**src/rtl/gpars_pkg.sv**
```systemverilog
`default_nettype none

package gpars_pkg;

  // configuration register indexes
  localparam int unsigned CfgIdxW  = 2;
  localparam logic [CfgIdxW-1:0] CFG_ROWS = 2'd0;
  localparam logic [CfgIdxW-1:0] CFG_COLS = 2'd1;

  localparam int unsigned CfgDataW = 7;
  localparam logic [CfgDataW-1:0] CFG_RESET = 7'd64;

  // result of one item, handed from the sequencer to the output register
  typedef struct packed {
    logic [31:0] rect_sum;
    logic        index_error;
  } res_t;

endpackage

`default_nettype wire

```
**src/rtl/gpars_ctrl.sv**
```systemverilog
`default_nettype none

module gpars_ctrl #(
  parameter int unsigned MAX_ROWS = 64,
  parameter int unsigned MAX_COLS = 64,
  parameter int unsigned AW       = 12
) (
  input  wire logic                  clk_i,
  input  wire logic                  rst_ni,
  input  wire logic [6:0]            rows_in_use_i,
  input  wire logic [6:0]            cols_in_use_i,
  input  wire logic                  in_valid_i,
  output logic                       in_stall_o,
  input  wire logic [1:0]            op_i,
  input  wire logic [6:0]            row_a_i,
  input  wire logic [6:0]            col_a_i,
  input  wire logic [6:0]            row_b_i,
  input  wire logic [6:0]            col_b_i,
  input  wire logic signed [31:0]    add_value_i,
  output logic                       res_valid_o,
  input  wire logic                  res_ready_i,
  output gpars_pkg::res_t            res_o,
  output logic                       mem_we_o,
  output logic [AW-1:0]              mem_waddr_o,
  output logic [31:0]                mem_wdata_o,
  output logic [AW-1:0]              mem_raddr_o,
  input  wire logic [31:0]           mem_rdata_i
);

  import gpars_pkg::*;

  localparam int unsigned RW    = $clog2(MAX_ROWS);
  localparam int unsigned CW    = $clog2(MAX_COLS);
  localparam int unsigned RCW   = RW + 2;
  localparam int unsigned CCW   = CW + 2;
  localparam int unsigned DEPTH = MAX_ROWS * (2 ** CW);

  typedef enum logic [1:0] {
    OP_ADD   = 2'd0,
    OP_SUM   = 2'd1,
    OP_CLEAR = 2'd2,
    OP_NONE  = 2'd3
  } op_e;

  typedef enum logic [2:0] {
    S_CLR,
    S_IDLE,
    S_UPD_RD,
    S_UPD_WR,
    S_SUM,
    S_FIN
  } state_e;

  state_e         state_q;
  logic [AW-1:0]  clr_addr_q;
  logic           clr_res_q;
  logic [RCW-1:0] i_q, rlo_q, rhi_q;
  logic [CCW-1:0] j_q, c0_q, clo_q, chi_q;
  logic [1:0]     k_q;
  logic [31:0]    val_q;
  logic [31:0]    acc_q;
  logic           err_q;
  logic           pend_q;
  logic           pend_neg_q;

  logic [RCW-1:0] nr, i_lsb, i_up, i_dn, ra, rb;
  logic [CCW-1:0] nc, j_lsb, j_up, j_dn, ca, cb;
  logic [AW-1:0]  cur_addr;
  logic [1:0]     k_nx;
  logic           accept;
  logic           add_bad, sum_bad;

  // register value of zero acts as one, above the maximum as the maximum
  always_comb begin
    if (rows_in_use_i == 7'd0) begin
      nr = RCW'(1);
    end else if (32'(rows_in_use_i) > 32'(MAX_ROWS)) begin
      nr = RCW'(MAX_ROWS);
    end else begin
      nr = RCW'(rows_in_use_i);
    end
    if (cols_in_use_i == 7'd0) begin
      nc = CCW'(1);
    end else if (32'(cols_in_use_i) > 32'(MAX_COLS)) begin
      nc = CCW'(MAX_COLS);
    end else begin
      nc = CCW'(cols_in_use_i);
    end
  end

  assign add_bad = (row_a_i == 7'd0) || (32'(row_a_i) > 32'(nr))
                || (col_a_i == 7'd0) || (32'(col_a_i) > 32'(nc));
  assign sum_bad = (row_a_i == 7'd0) || (col_a_i == 7'd0)
                || (32'(row_b_i) > 32'(nr)) || (32'(col_b_i) > 32'(nc))
                || (row_a_i > row_b_i) || (col_a_i > col_b_i);

  // only used once the range checks passed, so they fit
  assign ra = RCW'(row_a_i);
  assign rb = RCW'(row_b_i);
  assign ca = CCW'(col_a_i);
  assign cb = CCW'(col_b_i);

  assign i_lsb = i_q & (~i_q + RCW'(1));
  assign j_lsb = j_q & (~j_q + CCW'(1));
  assign i_up  = i_q + i_lsb;
  assign j_up  = j_q + j_lsb;
  assign i_dn  = i_q - i_lsb;
  assign j_dn  = j_q - j_lsb;
  assign k_nx  = k_q + 2'd1;

  assign cur_addr = {RW'(i_q - RCW'(1)), CW'(j_q - CCW'(1))};

  assign in_stall_o = (state_q != S_IDLE);
  assign accept     = in_valid_i && !in_stall_o;

  assign res_valid_o       = (state_q == S_FIN);
  assign res_o.rect_sum    = acc_q;
  assign res_o.index_error = err_q;

  assign mem_raddr_o = cur_addr;
  assign mem_we_o    = (state_q == S_CLR) || (state_q == S_UPD_WR);
  assign mem_waddr_o = (state_q == S_CLR) ? clr_addr_q : cur_addr;
  assign mem_wdata_o = (state_q == S_CLR) ? 32'd0 : mem_rdata_i + val_q;

  always_ff @(posedge clk_i or negedge rst_ni) begin
    if (!rst_ni) begin
      state_q    <= S_CLR;
      clr_addr_q <= '0;
      clr_res_q  <= 1'b0;
      pend_q     <= 1'b0;
      pend_neg_q <= 1'b0;
      i_q        <= '0;
      j_q        <= '0;
      c0_q       <= '0;
      rlo_q      <= '0;
      rhi_q      <= '0;
      clo_q      <= '0;
      chi_q      <= '0;
      k_q        <= '0;
      val_q      <= '0;
      acc_q      <= '0;
      err_q      <= 1'b0;
    end else begin
      pend_q <= 1'b0;
      // read issued last cycle lands now
      if (pend_q) begin
        acc_q <= pend_neg_q ? acc_q - mem_rdata_i : acc_q + mem_rdata_i;
      end

      unique case (state_q)
        S_CLR: begin
          if (clr_addr_q == AW'(DEPTH - 1)) begin
            state_q <= clr_res_q ? S_FIN : S_IDLE;
          end else begin
            clr_addr_q <= clr_addr_q + AW'(1);
          end
        end

        S_IDLE: begin
          if (accept) begin
            acc_q <= '0;
            err_q <= 1'b0;
            unique case (op_e'(op_i))
              OP_ADD: begin
                if (add_bad) begin
                  err_q   <= 1'b1;
                  state_q <= S_FIN;
                end else begin
                  i_q     <= ra;
                  j_q     <= ca;
                  c0_q    <= ca;
                  val_q   <= add_value_i;
                  state_q <= S_UPD_RD;
                end
              end
              OP_SUM: begin
                if (sum_bad) begin
                  err_q   <= 1'b1;
                  state_q <= S_FIN;
                end else begin
                  rlo_q   <= ra - RCW'(1);
                  clo_q   <= ca - CCW'(1);
                  rhi_q   <= rb;
                  chi_q   <= cb;
                  i_q     <= rb;
                  j_q     <= cb;
                  c0_q    <= cb;
                  k_q     <= 2'd0;
                  state_q <= S_SUM;
                end
              end
              OP_CLEAR: begin
                clr_addr_q <= '0;
                clr_res_q  <= 1'b1;
                state_q    <= S_CLR;
              end
              OP_NONE: begin
                err_q   <= 1'b1;
                state_q <= S_FIN;
              end
              default: begin
                err_q   <= 1'b1;
                state_q <= S_FIN;
              end
            endcase
          end
        end

        S_UPD_RD: begin
          state_q <= S_UPD_WR;
        end

        S_UPD_WR: begin
          if (j_up <= nc) begin
            j_q     <= j_up;
            state_q <= S_UPD_RD;
          end else if (i_up <= nr) begin
            i_q     <= i_up;
            j_q     <= c0_q;
            state_q <= S_UPD_RD;
          end else begin
            state_q <= S_FIN;
          end
        end

        S_SUM: begin
          // corners in order: (hi,hi) +, (lo,hi) -, (hi,lo) -, (lo,lo) +
          if ((i_q == '0) || (j_q == '0)) begin
            if (k_q == 2'd3) begin
              state_q <= S_FIN;
            end else begin
              k_q  <= k_nx;
              i_q  <= k_nx[0] ? rlo_q : rhi_q;
              j_q  <= k_nx[1] ? clo_q : chi_q;
              c0_q <= k_nx[1] ? clo_q : chi_q;
            end
          end else begin
            pend_q     <= 1'b1;
            pend_neg_q <= k_q[0] ^ k_q[1];
            if (j_dn != '0) begin
              j_q <= j_dn;
            end else begin
              i_q <= i_dn;
              j_q <= c0_q;
            end
          end
        end

        S_FIN: begin
          if (res_ready_i) begin
            clr_res_q <= 1'b0;
            state_q   <= S_IDLE;
          end
        end

        default: begin
          state_q <= S_IDLE;
        end
      endcase
    end
  end

endmodule

`default_nettype wire

```
**config.mk**
```make
export PLATFORM = sky130hd
export DESIGN_NAME = gpars_ctrl
export DESIGN_NICKNAME = d
export VERILOG_FILES = /design/src/rtl/gpars_pkg.sv /design/src/rtl/gpars_ctrl.sv
export SDC_FILE = /design/constraint.sdc
export NUM_CORES = 1
export LEC_CHECK = 0
export ABC_AREA = 1
export BUFFER_PORTS_ARGS = -buffer_cell sky130_fd_sc_hd__buf_2
export CORE_MARGIN = 4
export CORE_UTILIZATION = 55
export DETAILED_ROUTE_END_ITERATION = 6
export GPL_ROUTABILITY_DRIVEN = 0
export MAX_ROUTING_LAYER = met4
export PLACE_DENSITY_LB_ADDON = 0.12
export SYNTH_ARGS = -nofsm -noshare
export SYNTH_HDL_FRONTEND = slang
export SYNTH_SLANG_ARGS = --single-unit
```
**constraint.sdc**
```tcl
create_clock -name clk_i -period 9.75 [get_ports clk_i]
set_input_delay 0.4875 -clock clk_i [delete_from_list [all_inputs] [get_ports clk_i]]
set_output_delay 0.4875 -clock clk_i [all_outputs]
set_load 0.05 [all_outputs]
```
# ---- Word-level counts from Yosys, hierarchy flattened
# Cells that the tools add are included.
dict set report op_classes {
  n_addsub 15
  magnitude_cmp 10
  n_eq_ne 29
  muxes 65
  n_bitwise 8
  reduce_logical 36
}
# op count
set ops {}
lappend ops {{$mux 32} 5}
lappend ops {{$mux 8} 20}
lappend ops {{$add 32x32->32} 2}
lappend ops {{$mux 12} 4}
lappend ops {{$pmux 8 s2} 3}
lappend ops {{$pmux 8 s3} 2}
lappend ops {{$gt 7x8->1} 4}
lappend ops {{$sub 32x32->32} 1}
lappend ops {{$logic_not 7->1} 4}
lappend ops {{$mux 3} 9}
lappend ops {{$pmux 12 s2} 1}
lappend ops {{$mux 7} 3}
lappend ops {{$pmux 3 s6} 1}
lappend ops {{$add 8x1->8 const B} 2}
lappend ops {{$add 8x8->8} 2}
lappend ops {{$and 8x8->8} 2}
lappend ops {{$le 8x8->1} 2}
lappend ops {{$logic_not 8->1} 2}
lappend ops {{$ne 2x2->1 const B} 8}
lappend ops {{$not 8->8} 2}
lappend ops {{$reduce_and 4->1} 4}
lappend ops {{$sub 7x1->8 const B} 2}
lappend ops {{$sub 8x8->8} 2}
lappend ops {{$gt 7x7->1} 2}
lappend ops {{other kinds (35)} 74}
dict set report word_totals {
  ff_bits 139
  wordCells 179
}

# ---- Depth between registers and ports, before layout
# Gate-level depths: netlist of the first run.
dict set report logic_depth {
  word_depth 12
  depth_mapped 25
  mapped_depth_nobuf 24
}

# ---- Worst setup path after synthesis of the first run
# Ideal clock, no wire load.
dict set report synth_timing {
  kind {reg2reg}
  from {reg j_q[0]}
  to {reg j_q[2]}
  setup_time_ps 117
  arrival_time_ps 3356
  required_time_ps 9633
  path_slack_ps 6277
  stages_incl_launch_ff 23
  period_less_slack_ps 3473
  path_cell_list {dfrtp_1 -> inv_2 -> ha_1 -> inv_1 -> ha_1 -> nand3_1 -> nand3_1 -> nand2_1 -> nand2_1 -> nand2_1 -> o21ai_0 -> ha_1 -> a21o_1 -> o21ai_0 -> nand2_1 -> nand2_1 -> nand3_2 -> nand2_1 -> nand2_1 -> nand2_1 -> nand2_1 -> nand2_1 -> nand2_1}
}
dict set report synth_between {
  elab_chain_len 8
}
# element line_no
set synth_rtl {}
lappend synth_rtl {{start: declaration} gpars_ctrl.sv:58} ;# logic [CCW-1:0] j_q, c0_q, clo_q, chi_q;
lappend synth_rtl {{start signal: assignment} gpars_ctrl.sv:215} ;# j_q <= j_up;
lappend synth_rtl {{start signal: assignment} gpars_ctrl.sv:219} ;# j_q <= c0_q;
lappend synth_rtl {{start signal: assignment} gpars_ctrl.sv:234} ;# j_q <= k_nx[1] ? clo_q : chi_q;
lappend synth_rtl {{branches (longest 8 deep; another with $add 8x1->8)} n/a}
# Several ways; the timed one is not identified.
# A chain may end at the register's enable or synchronous reset.

# ---- Worst setup path in the final report of the first run
dict set report layout_timing {
  from {reg state_q[0]}
  to {out mem_waddr_o[5]}
}
dict set report layout_between {
  elab_chain_len 2
}
# element line_no
set layout_rtl {}
lappend layout_rtl {{start: declaration} gpars_ctrl.sv:54} ;# state_e state_q;
lappend layout_rtl {{start signal: assignment} gpars_ctrl.sv:153} ;# state_q <= clr_res_q ? S_FIN : S_IDLE;
lappend layout_rtl {{$logic_not 3->1} gpars_ctrl.sv:122} ;# assign mem_waddr_o = (state_q == S_CLR) ? clr_addr_q : cur_addr;
lappend layout_rtl {{$mux 12} gpars_ctrl.sv:122}
lappend layout_rtl {{end: declaration} gpars_ctrl.sv:24} ;# output logic [AW-1:0] mem_waddr_o,
# No other way between the ends.

==> summary.txt, run 1 <==
Status -> completed
Largest net degree at the start of global routing -> 76
DRT Wirelength -> 46000 µm
Final Skew -> 0.0171 ns
Main synth FF type -> dfrtp_1
Worst setup margin -> 5.69 ns
Slew headroom -> 0.230
Vias -> 15800
# diodes -> 0
Grt total ovfl -> 0
Vias in the first global route -> 14500
Reg power frac -> 0.177
Mapped cell area -> 14500 µm²
Area Overhead vs Synth -> 13.2%
Skew-Pair Late Insertion Delay -> 0.45 ns
Resize count post-CTS -> 0
WL per Instance -> 16.4 µm
Max Clk Rate -> 246 MHz
Flops & latches, synth -> 139
Die Width -> 171 µm
Most frequent cells in the layout -> 624 x nand2_1, 291 x inv_1, 233 x nor2_1, 202 x buf_2, 185 x o21ai_0
Clock sink count -> 139
Final antenna-violating net count -> 0
Comb pwr share -> 0.692
Arr. time, crit path -> 3.58 ns
Tmin final -> 4.06 ns
Endpoints failing hold -> 0
# rows -> 59
Yosys warning total -> 0
Hold Path Class -> in -> async
Total chip power -> 5570 µW
Reg2reg end -> j_q[0]$_DFFE_PN0P_
Placed cell count -> 2774
Antenna violations before repair -> 0
DR pass1 iterations -> 5
Critical path peak fanout -> 38
CTS clk-pin slew, worst paths -> 0.07 ns
Syn Area/Cell -> 6.37 µm²
CTS Hold Bufs -> 0
# IOs -> 204
NumNets Final -> 2712
Cts bufs inserted -> 17
R2r setup slk -> 5.85 ns
Fillers -> 2468
P_int -> 2270 µW
R2r startpoint -> j_q[0]$_DFFE_PN0P_
CTS tree -> done
DR DRC count -> 0
Max stage delay on crit path -> 0.85 ns
PortBufs -> 203
Pre-CTS setup slack -> 5.90 ns
Synth cell types -> 58
Least-Margin Pin Slew -> 1.15 ns
Cells along the critical path -> inv_2 > nand2_2 > nor2_2 > inv_1 > o21ai_0 > buf_2
Area of the core -> 26000 µm²
Worst R2R Path Depth -> 20
RSZ-0062 raised after global routing -> false
Period utilisation layout -> 0.417
H-tree depth -> 4
Net Sw Frac -> 0.593
EDFF count, synth -> 0
Layout cells sized above 1 -> 0.130
Gr usage total -> 0.318
Ys async rst share -> 1.00
Syn Inst Count -> 2279
Max_cap viols -> 0
Pins Over Slew Limit -> 0
Leakage power -> 0.00910 µW
Sequential area share after synthesis -> 0.239
Layout Utilization -> 0.633
Pwr dens -> 339 nW/µm²
Clk network pwr share -> 0.131
Die area -> 29100 µm²
DRT iter0 DRCs -> 1472
Hpwl dp -> 36400 µm
Worst Setup End Kind -> output port
Most common cell after layout, fill and taps aside -> nand2_1
CTS root buffer -> clkbuf_16
CTS max path bufs -> 2
Total Neg Setup Slack -> 0 ns
Synthesized Nets -> 2533
Slowest cell on crit path -> inv_1
Kind of start point of the critical path -> flip-flop
Post-CTS Setup Repair Bufs -> 0
Final-report setup violation count -> 0
VDD IR max -> 0.288 mV
CP Data Required Time -> 9.26 ns
Die H -> 171 µm
Switching Power -> 3300 µW
First-pass GRT wire length -> 72800 µm
Initial Util -> 0.559
Final Non-Filler Cells -> 2806
Kind of critical path -> reg -> out
Post-DR vias/cell -> 5.63
[synth_stat cells, drive strengths merged, types with 3 or more instances]
| master | n | area (µm²) |
|---|---|---|
| clkbuf | 38 | 143 |
| inv | 307 | 1150 |
| ha | 140 | 1750 |
| a21boi | 5 | 37.5 |
| a21oi | 153 | 773 |
| buf | 11 | 73.8 |
| o211ai | 11 | 82.6 |
| nand3 | 157 | 833 |
| xnor2 | 13 | 114 |
| o21bai | 6 | 45.0 |
| o21a | 4 | 30.0 |
| a31oi | 13 | 81.3 |
| a211oi | 3 | 22.5 |
| o21ai | 198 | 995 |
| or2 | 14 | 87.6 |
| dfrtp | 139 | 3480 |
| and3 | 3 | 18.8 |
| a21o | 16 | 120 |
| xor2 | 48 | 420 |
| nor3 | 27 | 151 |
| nor4 | 6 | 37.5 |
| o221ai | 6 | 52.6 |
| clkinv | 3 | 12.5 |
| nand2 | 639 | 2470 |
| nand4 | 48 | 300 |
| nor2 | 254 | 1080 |
[how the worst max path moves through the flow]
stage / startpoint / endpoint / depth (start not counted)
after floorplan: j_q[0]$_DFFE_PN0P_ / j_q[2]$_DFFE_PN0P_ / 22
after global placement: mem_rdata_i[1] / acc_q[30]$_DFF_PN0_ / 20
after detailed placement: j_q[0]$_DFFE_PN0P_ / j_q[0]$_DFFE_PN0P_ / 20
after CTS: state_q[0]$_DFFE_PN0P_ / mem_waddr_o[10] / 6
after global routing: state_q[0]$_DFFE_PN0P_ / mem_waddr_o[5] / 6
final: state_q[0]$_DFFE_PN0P_ / mem_waddr_o[5] / 6
[worst max-delay path, delay by kind of cell (launching register included)]
kind	cells	cell delay, ns
AO/OA/AOI/OAI	1	0.40
flip-flops	1	0.43
buffers and inverters	3	1.34
AND/OR/NAND/NOR	2	0.95
[per-layer routing]
metal,vias to the layer above,share of wire,routed length (µm),track usage
met3,117,0.056,2570,0.0402
met2,554,0.48,22200,0.536
met1,7278,0.41,19000,0.386
li1,7835,-,-,-
met5,-,0,0,-
met4,0,0.047,2170,0.137
[logic make-up (layout without fill, tap and decap cells)]
family / after synthesis / count (layout) / synth area share
xor+xnor: 61 / 61 / 0.0368
buf+inv: 359 / 551 / 0.0953
fa+ha+maj: 142 / 142 / 0.123
simple gates: 1152 / 1152 / 0.344
flops: 139 / 139 / 0.239
mux: 1 / 1 / 0.000689
compound gates: 425 / 425 / 0.160
[power groups by stage]
| stage | clock network [µW] | registers, µW | logic (µW) |
|---|---|---|---|
| floorplan | 0 | 1050 | 2820 |
| CTS | 732 | 984 | 3820 |
| finish | 729 | 987 | 3850 |
| global placement | 0 | 988 | 3750 |
| global route | 761 | 1010 | 4230 |
| detailed placement | 0 | 993 | 3800 |
[state kept, by name, summed over array words and instances (netlist names)]
register	count
val_q	32
clr_res_q	1
state_q	3
pend_neg_q	1
clr_addr_q	12
j_q	8
rlo_q	8
err_q	1
k_q	2
rhi_q	7
acc_q	32
chi_q	7
c0_q	8
clo_q	8
pend_q	1
i_q	8
[layout make-up]
class,instances,area (µm²),share of cell area
multi-input cells,1781,9670,0.588
flip-flops and latches,139,3480,0.212
inverters,310,1170,0.0710
repair buffers,209,1070,0.0649
clock buffers,17,425,0.0259
well taps,335,419,0.0255
clock inverters,15,211,0.0129
[per-stage QoR]
stage          instance area (µm²)  hold WS, ns
6_report                     16400       0.0532
5_1_grt                      16400        0.110
4_1_cts                      16400        0.102
3_5_place_dp                 15800        0.463
2_1_floorplan                14500        0.192
3_3_place_gp                 15800        0.460
Note: power is estimated with default switching activity, not from simulation.
==> run 2: changes to the inputs <==
ABC_AREA = 0   (was 1)
CORE_UTILIZATION = 53   (was 55)
clock period = 3.6 ns   (was 9.75 ns; I/O delays follow)
==> run 2 against run 1 <==
Worst hold slack worse by 0.048 ns. Global-route usage decreased by 2.6 points. Combinational power rose to 3.2 times the previous value. Die area decreased by 5.9%. Flip-flop and latch count is the same. Count of clock-buffer cells in the layout is 2 higher. Sequential share of layout area down 0.49 points. Critical path type is now reg -> reg. Utilization increased by 6.0 points. Clock power grew 140%. The run now ends with negative setup slack left. Power grew to 3.1 times the previous value.
==> summary.txt, run 2 <==
# rows -> 57
Tmin final -> 3.64 ns
Clock sink count -> 139
Most frequent cells in the layout -> 192 x buf_2, 164 x nor2_1, 153 x buf_4, 137 x dfrtp_1, 129 x ha_1
Flops & latches, synth -> 139
Biggest regs -> acc_q (32), val_q (32), clr_addr_q (12)
DR DRC count -> 0
VDD IR max -> 0.710 mV
Worst setup margin -> -0.0380 ns
Placed cell count -> 2160
Endpoints failing hold -> 0
Most frequent CP cell -> buf_4
Die area -> 27300 µm²
DR pass1 iterations -> 5
Main synth FF type -> dfrtp_1
Skew-Pair Late Insertion Delay -> 0.43 ns
Area of the core -> 24300 µm²
RSZ-0062 raised after global routing -> true
Max_cap viols -> 0
Grt total ovfl -> 0
Leakage power -> 0.00810 µW
Failing checks -> negative setup slack
CTS max path bufs -> 2
Final-report setup violation count -> 9
Final Skew -> 0.0164 ns
Synth cell types -> 79
Yosys warning total -> 0
Pins Over Slew Limit -> 0
Hold Path Origin -> add_value_i[21]
First-pass GRT wire length -> 62400 µm
Synth top area share -> 0.265
Gr usage total -> 0.292
Mapped cell area -> 13100 µm²
Largest net degree at the start of global routing -> 69
EDFF count, synth -> 0
Final Non-Filler Cells -> 2236
CTS tree -> done
Post-Synth Simple-Gate Area -> 0.178
CTS clk-pin slew, worst paths -> 0.07 ns
Cts bufs inserted -> 17
Syn Area/Cell -> 8.49 µm²
Count leader, synth -> nor2_1
Pwr dens -> 1010 nW/µm²
Die H -> 165 µm
Syn Inst Count -> 1546
Hold Path Class -> in -> reg
Slew headroom -> 0.288
Post-DR vias/cell -> 5.80
Max stage delay on crit path -> 0.44 ns
Slowest cell on crit path -> dfrtp_2
Synth top area cells -> dfrtp_1 27%, ha_1 13%, mux2_2 6.2%, a21oi_1 5.1%, nor2_1 4.8%
Kind of start point of the critical path -> flip-flop
Status -> finished with violations
Least-Margin Pin Slew -> 1.07 ns
Post-synthesis mux area share -> 0.107
H-tree depth -> 4
Largest family of logic cells by synthesized area -> compound AO/OA/AOI/OAI gates
Initial Util -> 0.540
Synthesized Nets -> 1800
Max Clk Rate -> 275 MHz
Most common cell after layout, fill and taps aside -> buf_2
Vias in the first global route -> 12700
R2r startpoint -> i_q[0]$_DFFE_PN0P_
Final antenna-violating net count -> 0
WL per Instance -> 17.7 µm
Layout cells sized above 1 -> 0.289
Die Width -> 165 µm
Sequential area share after synthesis -> 0.265
Cells along the critical path -> clkinvlp_4 > ha_4 > inv_4 > ha_4 > o21a_4 > buf_4 > buf_4 > nor2_1 > ha_1 > a21o_1 > a21o_1 > a21oi_1 > o21ai_0 > a32oi_2 > buf_4 > nor2_4 > a211oi_4 > buf_12 > mux2_4
Kind of critical path -> reg -> reg
Worst Setup End Kind -> flip-flop
Area Overhead vs Synth -> 28.4%
Antenna violations before repair -> 0
NumNets Final -> 2153
Commonest cells post-synth -> 169 x nor2_1, 140 x ha_1, 139 x dfrtp_1
Area leader, netlist -> dfrtp_1
# diodes -> 0
Pre-CTS setup slack -> -0.246 ns
Post-synthesis xor/xnor area fraction -> 0.0687
Post-Synth Adder-Cell Area -> 0.137
Hpwl dp -> 30500 µm
Critical path peak fanout -> 7
Vias -> 13000
CTS root buffer -> clkbuf_16
Launch point of the worst path -> i_q[0]$_DFFE_PN0P_
DRT Wirelength -> 39500 µm
Synth Area in Compound Gates -> 0.204
R2r setup slk -> -0.04 ns
DRT iter0 DRCs -> 884
PortBufs -> 203
Total Neg Setup Slack -> -0.237 ns
CP Data Required Time -> 3.91 ns
Period utilisation layout -> 1.01
Total chip power -> 17000 µW
WHS -> 0.00476 ns
Ys async rst share -> 1.00
Arr. time, crit path -> 3.95 ns
# IOs -> 204
==> run 2: metal layers <==
| layer | wire length [µm] | vias to the layer above | global-route usage |
|---|---|---|---|
| li1 | - | 6326 | - |
| met1 | 17000 | 6145 | 0.365 |
| met2 | 19000 | 410 | 0.489 |
| met3 | 2190 | 83 | 0.0382 |
| met4 | 1200 | 0 | 0.102 |
| met5 | 0 | - | - |
==> run 2: area by class of cell <==
type	instances	area [µm²]
tap	324	405
clock buffer	19	443
inverter	77	302
multi-input combinational	1274	9520
fill	1961	7470
sequential	139	3480
timing repair buffer	390	2570
clock inverter	13	118
==> run 2: worst max-delay path, delay by kind of cell, from the launching register on <==
family	cells	cell delay, ns
buffers and inverters	6	0.76
AO/OA/AOI/OAI	7	1.19
flip-flops	1	0.44
AND/OR/NAND/NOR	2	0.24
adder cells (fa/ha/maj)	3	0.62
multiplexers	1	0.29
==> run 2: path summary, 6_finish.rpt <==
| check | endpoint | depth (start not counted) |
|---|---|---|
| max | j_q[5]$_DFFE_PN0P_ | 19 |
| min | val_q[21]$_DFFE_PN0P_ | 2 |
| min in group asynchronous | acc_q[4]$_DFF_PN0_ | 2 |
| max in group asynchronous | acc_q[21]$_DFF_PN0_ | 3 |
| min reg2reg | rlo_q[0]$_DFFE_PN0P_ | 1 |
| max reg2reg | j_q[5]$_DFFE_PN0P_ | 19 |
==> run 2: kinds of logic (layout without fill, tap and decap cells) <==
| family | Yosys count | after routing |
|---|---|---|
| simple gates | 485 | 485 |
| compound gates | 415 | 415 |
| fa+ha+maj | 142 | 142 |
| flops | 139 | 139 |
| buf+inv | 133 | 499 |
| mux | 129 | 129 |
| xor+xnor | 103 | 103 |
==> run 2: what timing repair did <==
action                                  CTS  global route
hold buffers                             32             1
pin swaps                                16            20
setup buffers                             5             6
gates resized for setup                  15            45
endpoints found under the setup margin   27            32
hold endpoints to repair                 96             1
==> run 2: report_power, final <==
| part | internal [µW] | switching [µW] | total [µW] |
|---|---|---|---|
| Combinational | 4800 | 7720 | 12500 |
| Sequential | 2190 | 569 | 2760 |
| Clock | 972 | 747 | 1720 |
| Total | 7970 | 9040 | 17000 |
==> run 2: stage by stage <==
step                utilization  instance area (µm²)
floorplan                     -                13300
global placement          0.642                15600
detailed placement        0.642                15600
CTS                       0.682                16600
global route              0.693                16800
finish                    0.693                16800
==> run 3: changes to the inputs <==
ABC_AREA = 1   (was 0)
CORE_UTILIZATION = 54   (was 53)
==> run 3 against run 2 <==
The flow now finishes without violations. Count of clock-buffer cells in the layout is 2 lower. Power decreased by 10%. Cell count increased by 28%. Register-to-register slack improved by 0.25 ns. Worst hold slack better by 0.0013 ns. Largest power group unchanged. Highest routed layer unchanged.
==> summary.txt, run 3 (same netlist as run 1, synthesis figures left out) <==
Status -> completed
Initial Util -> 0.553
Slowest cell on crit path -> dfrtp_1
Most frequent CP cell -> nand2_1
NumNets Final -> 2764
Post-DR vias/cell -> 5.60
Worst Setup End Kind -> flip-flop
DR pass1 iterations -> 6
Leakage power -> 0.00932 µW
Die area -> 29600 µm²
Vias in the first global route -> 15100
Clock sink count -> 139
CP Data Required Time -> 3.94 ns
Arr. time, crit path -> 3.73 ns
Final antenna-violating net count -> 0
Cells along the critical path -> inv_2 > ha_1 > inv_1 > ha_1 > buf_4 > inv_2 > nor2_1 > a21oi_1 > o21ai_0 > ha_1 > nand2_1 > a21oi_1 > o21ai_0 > nand2_1 > nand2_1 > nand3_2 > nand2_1 > nand2_1 > nand2_1 > nand2_1 > nand2_1 > nand2_1
Finished Cell Area -> 16900 µm²
Max stage delay on crit path -> 0.36 ns
FF/Latch Area -> 3480 µm²
Kind of start point of the critical path -> flip-flop
Critical path peak fanout -> 8
Largest net degree at the start of global routing -> 83
Die Width -> 172 µm
Die H -> 172 µm
Area of the core -> 26300 µm²
First-pass GRT wire length -> 75500 µm
CTS clk-pin slew, worst paths -> 0.07 ns
Most frequent cells in the layout -> 624 x nand2_1, 290 x inv_1, 233 x nor2_1, 202 x buf_2, 183 x o21ai_0
Final Skew -> 0.0184 ns
Total Neg Setup Slack -> 0 ns
CTS tree -> done
Most common cell after layout, fill and taps aside -> nand2_1
CTS max path bufs -> 2
Antenna violations before repair -> 0
Hold Path Class -> in -> reg
Fillers -> 2517
Grt total ovfl -> 0
Pins Over Slew Limit -> 0
# IOs -> 204
VDD IR max -> 0.695 mV
CTS root buffer -> clkbuf_16
H-tree depth -> 4
Area after DPL -> 16000 µm²
DR DRC count -> 0
Tmin final -> 3.39 ns
DRT Wirelength -> 47400 µm
Multi-input logic area -> 9700 µm²
Vias -> 16000
Cts bufs inserted -> 17
Max_cap viols -> 0
WL per Instance -> 16.6 µm
Layout Utilization -> 0.642
Worst Path Buf+Inv -> 4
PortBufs -> 203
Least-Margin Pin Slew -> 1.16 ns
RSZ-0062 raised after global routing -> false
Gr usage total -> 0.325
Skew-Pair Late Insertion Delay -> 0.45 ns
Final-report setup violation count -> 0
# rows -> 59
Pwr dens -> 902 nW/µm²
Hpwl dp -> 37300 µm
Endpoints failing hold -> 0
Period utilisation layout -> 0.941
Biggest regs -> acc_q (32), val_q (32), clr_addr_q (12)
Area Overhead vs Synth -> 16.2%
DRT iter0 DRCs -> 1242
Kind of critical path -> reg -> reg
Layout cells sized above 1 -> 0.141
Slew headroom -> 0.223
Max Clk Rate -> 295 MHz
CP top delay family -> simple AND/OR/NAND/NOR gates
## run 3: final timing paths
path                            slack, ns                      to            startpoint  cells past startpoint
min in group asynchronous            0.34     acc_q[29]$_DFF_PN0_                rst_ni                      2
worst min-delay path                0.006   val_q[27]$_DFFE_PN0P_       add_value_i[27]                      3
worst max-delay path                 0.21      j_q[2]$_DFFE_PN0P_    j_q[1]$_DFFE_PN0P_                     22
worst max register to register       0.21      j_q[2]$_DFFE_PN0P_    j_q[1]$_DFFE_PN0P_                     22
max in group asynchronous            2.43  state_q[0]$_DFFE_PN0P_                rst_ni                      3
worst min register to register       0.48    val_q[0]$_DFFE_PN0P_  val_q[0]$_DFFE_PN0P_                      2
## run 3: report_power, final
part	internal [µW]	leakage, µW	switching (µW)
Clock	976	0.000279	823
Combinational	3070	0.00722	7790
Sequential	2090	0.00182	475
## run 3: metrics by stage
| step | worst slack (ns) | instances | total power, µW | hold WS (ns) |
|---|---|---|---|---|
| floorplan | 0.127 | 2279 | 10500 | -0.116 |
| global placement | 0.174 | 2795 | 13000 | 0.289 |
| detailed placement | 0.000146 | 2795 | 13200 | 0.293 |
| CTS | 0.0512 | 2851 | 15100 | 0.000310 |
| global route | 0.00714 | 2858 | 16400 | 0.0113 |
| finish | 0.214 | 2860 | 15200 | 0.00607 |
## run 3: layout make-up
class / instances / area share
Clock buffer: 17 / 0.0252
Clock inverter: 15 / 0.00919
Tap cell: 335 / 0.0248
Multi-Input combinational cell: 1781 / 0.574
Inverter: 310 / 0.0694
Timing Repair Buffer: 261 / 0.0906
Antenna cell: 2 / 0.000296
Sequential cell: 139 / 0.206
## run 3: what timing repair did
item	CTS	global route
setup endpoints to repair	0	23
hold endpoints to repair	104	0
gates resized for setup	0	10
hold buffers	24	0
buffers inserted	0	7
## run 3: worst reg2reg max path: cells and delay by family, from the launching register on
family,cells,cell delay [ns]
AOI/OAI and AO/OA,4,0.62
adders and majority gates,3,0.74
DFF,1,0.36
and+or+nand+nor,11,1.18
buffers and inverters,4,0.37
## run 3: metal layers
layer  up-vias  wire length (µm)  GRT usage
met5         -                 0          -
met4         0              2200      0.143
met3       136              3000     0.0455
met2       607             23200      0.552
met1      7335             19100      0.385
li1       7949                 -          -
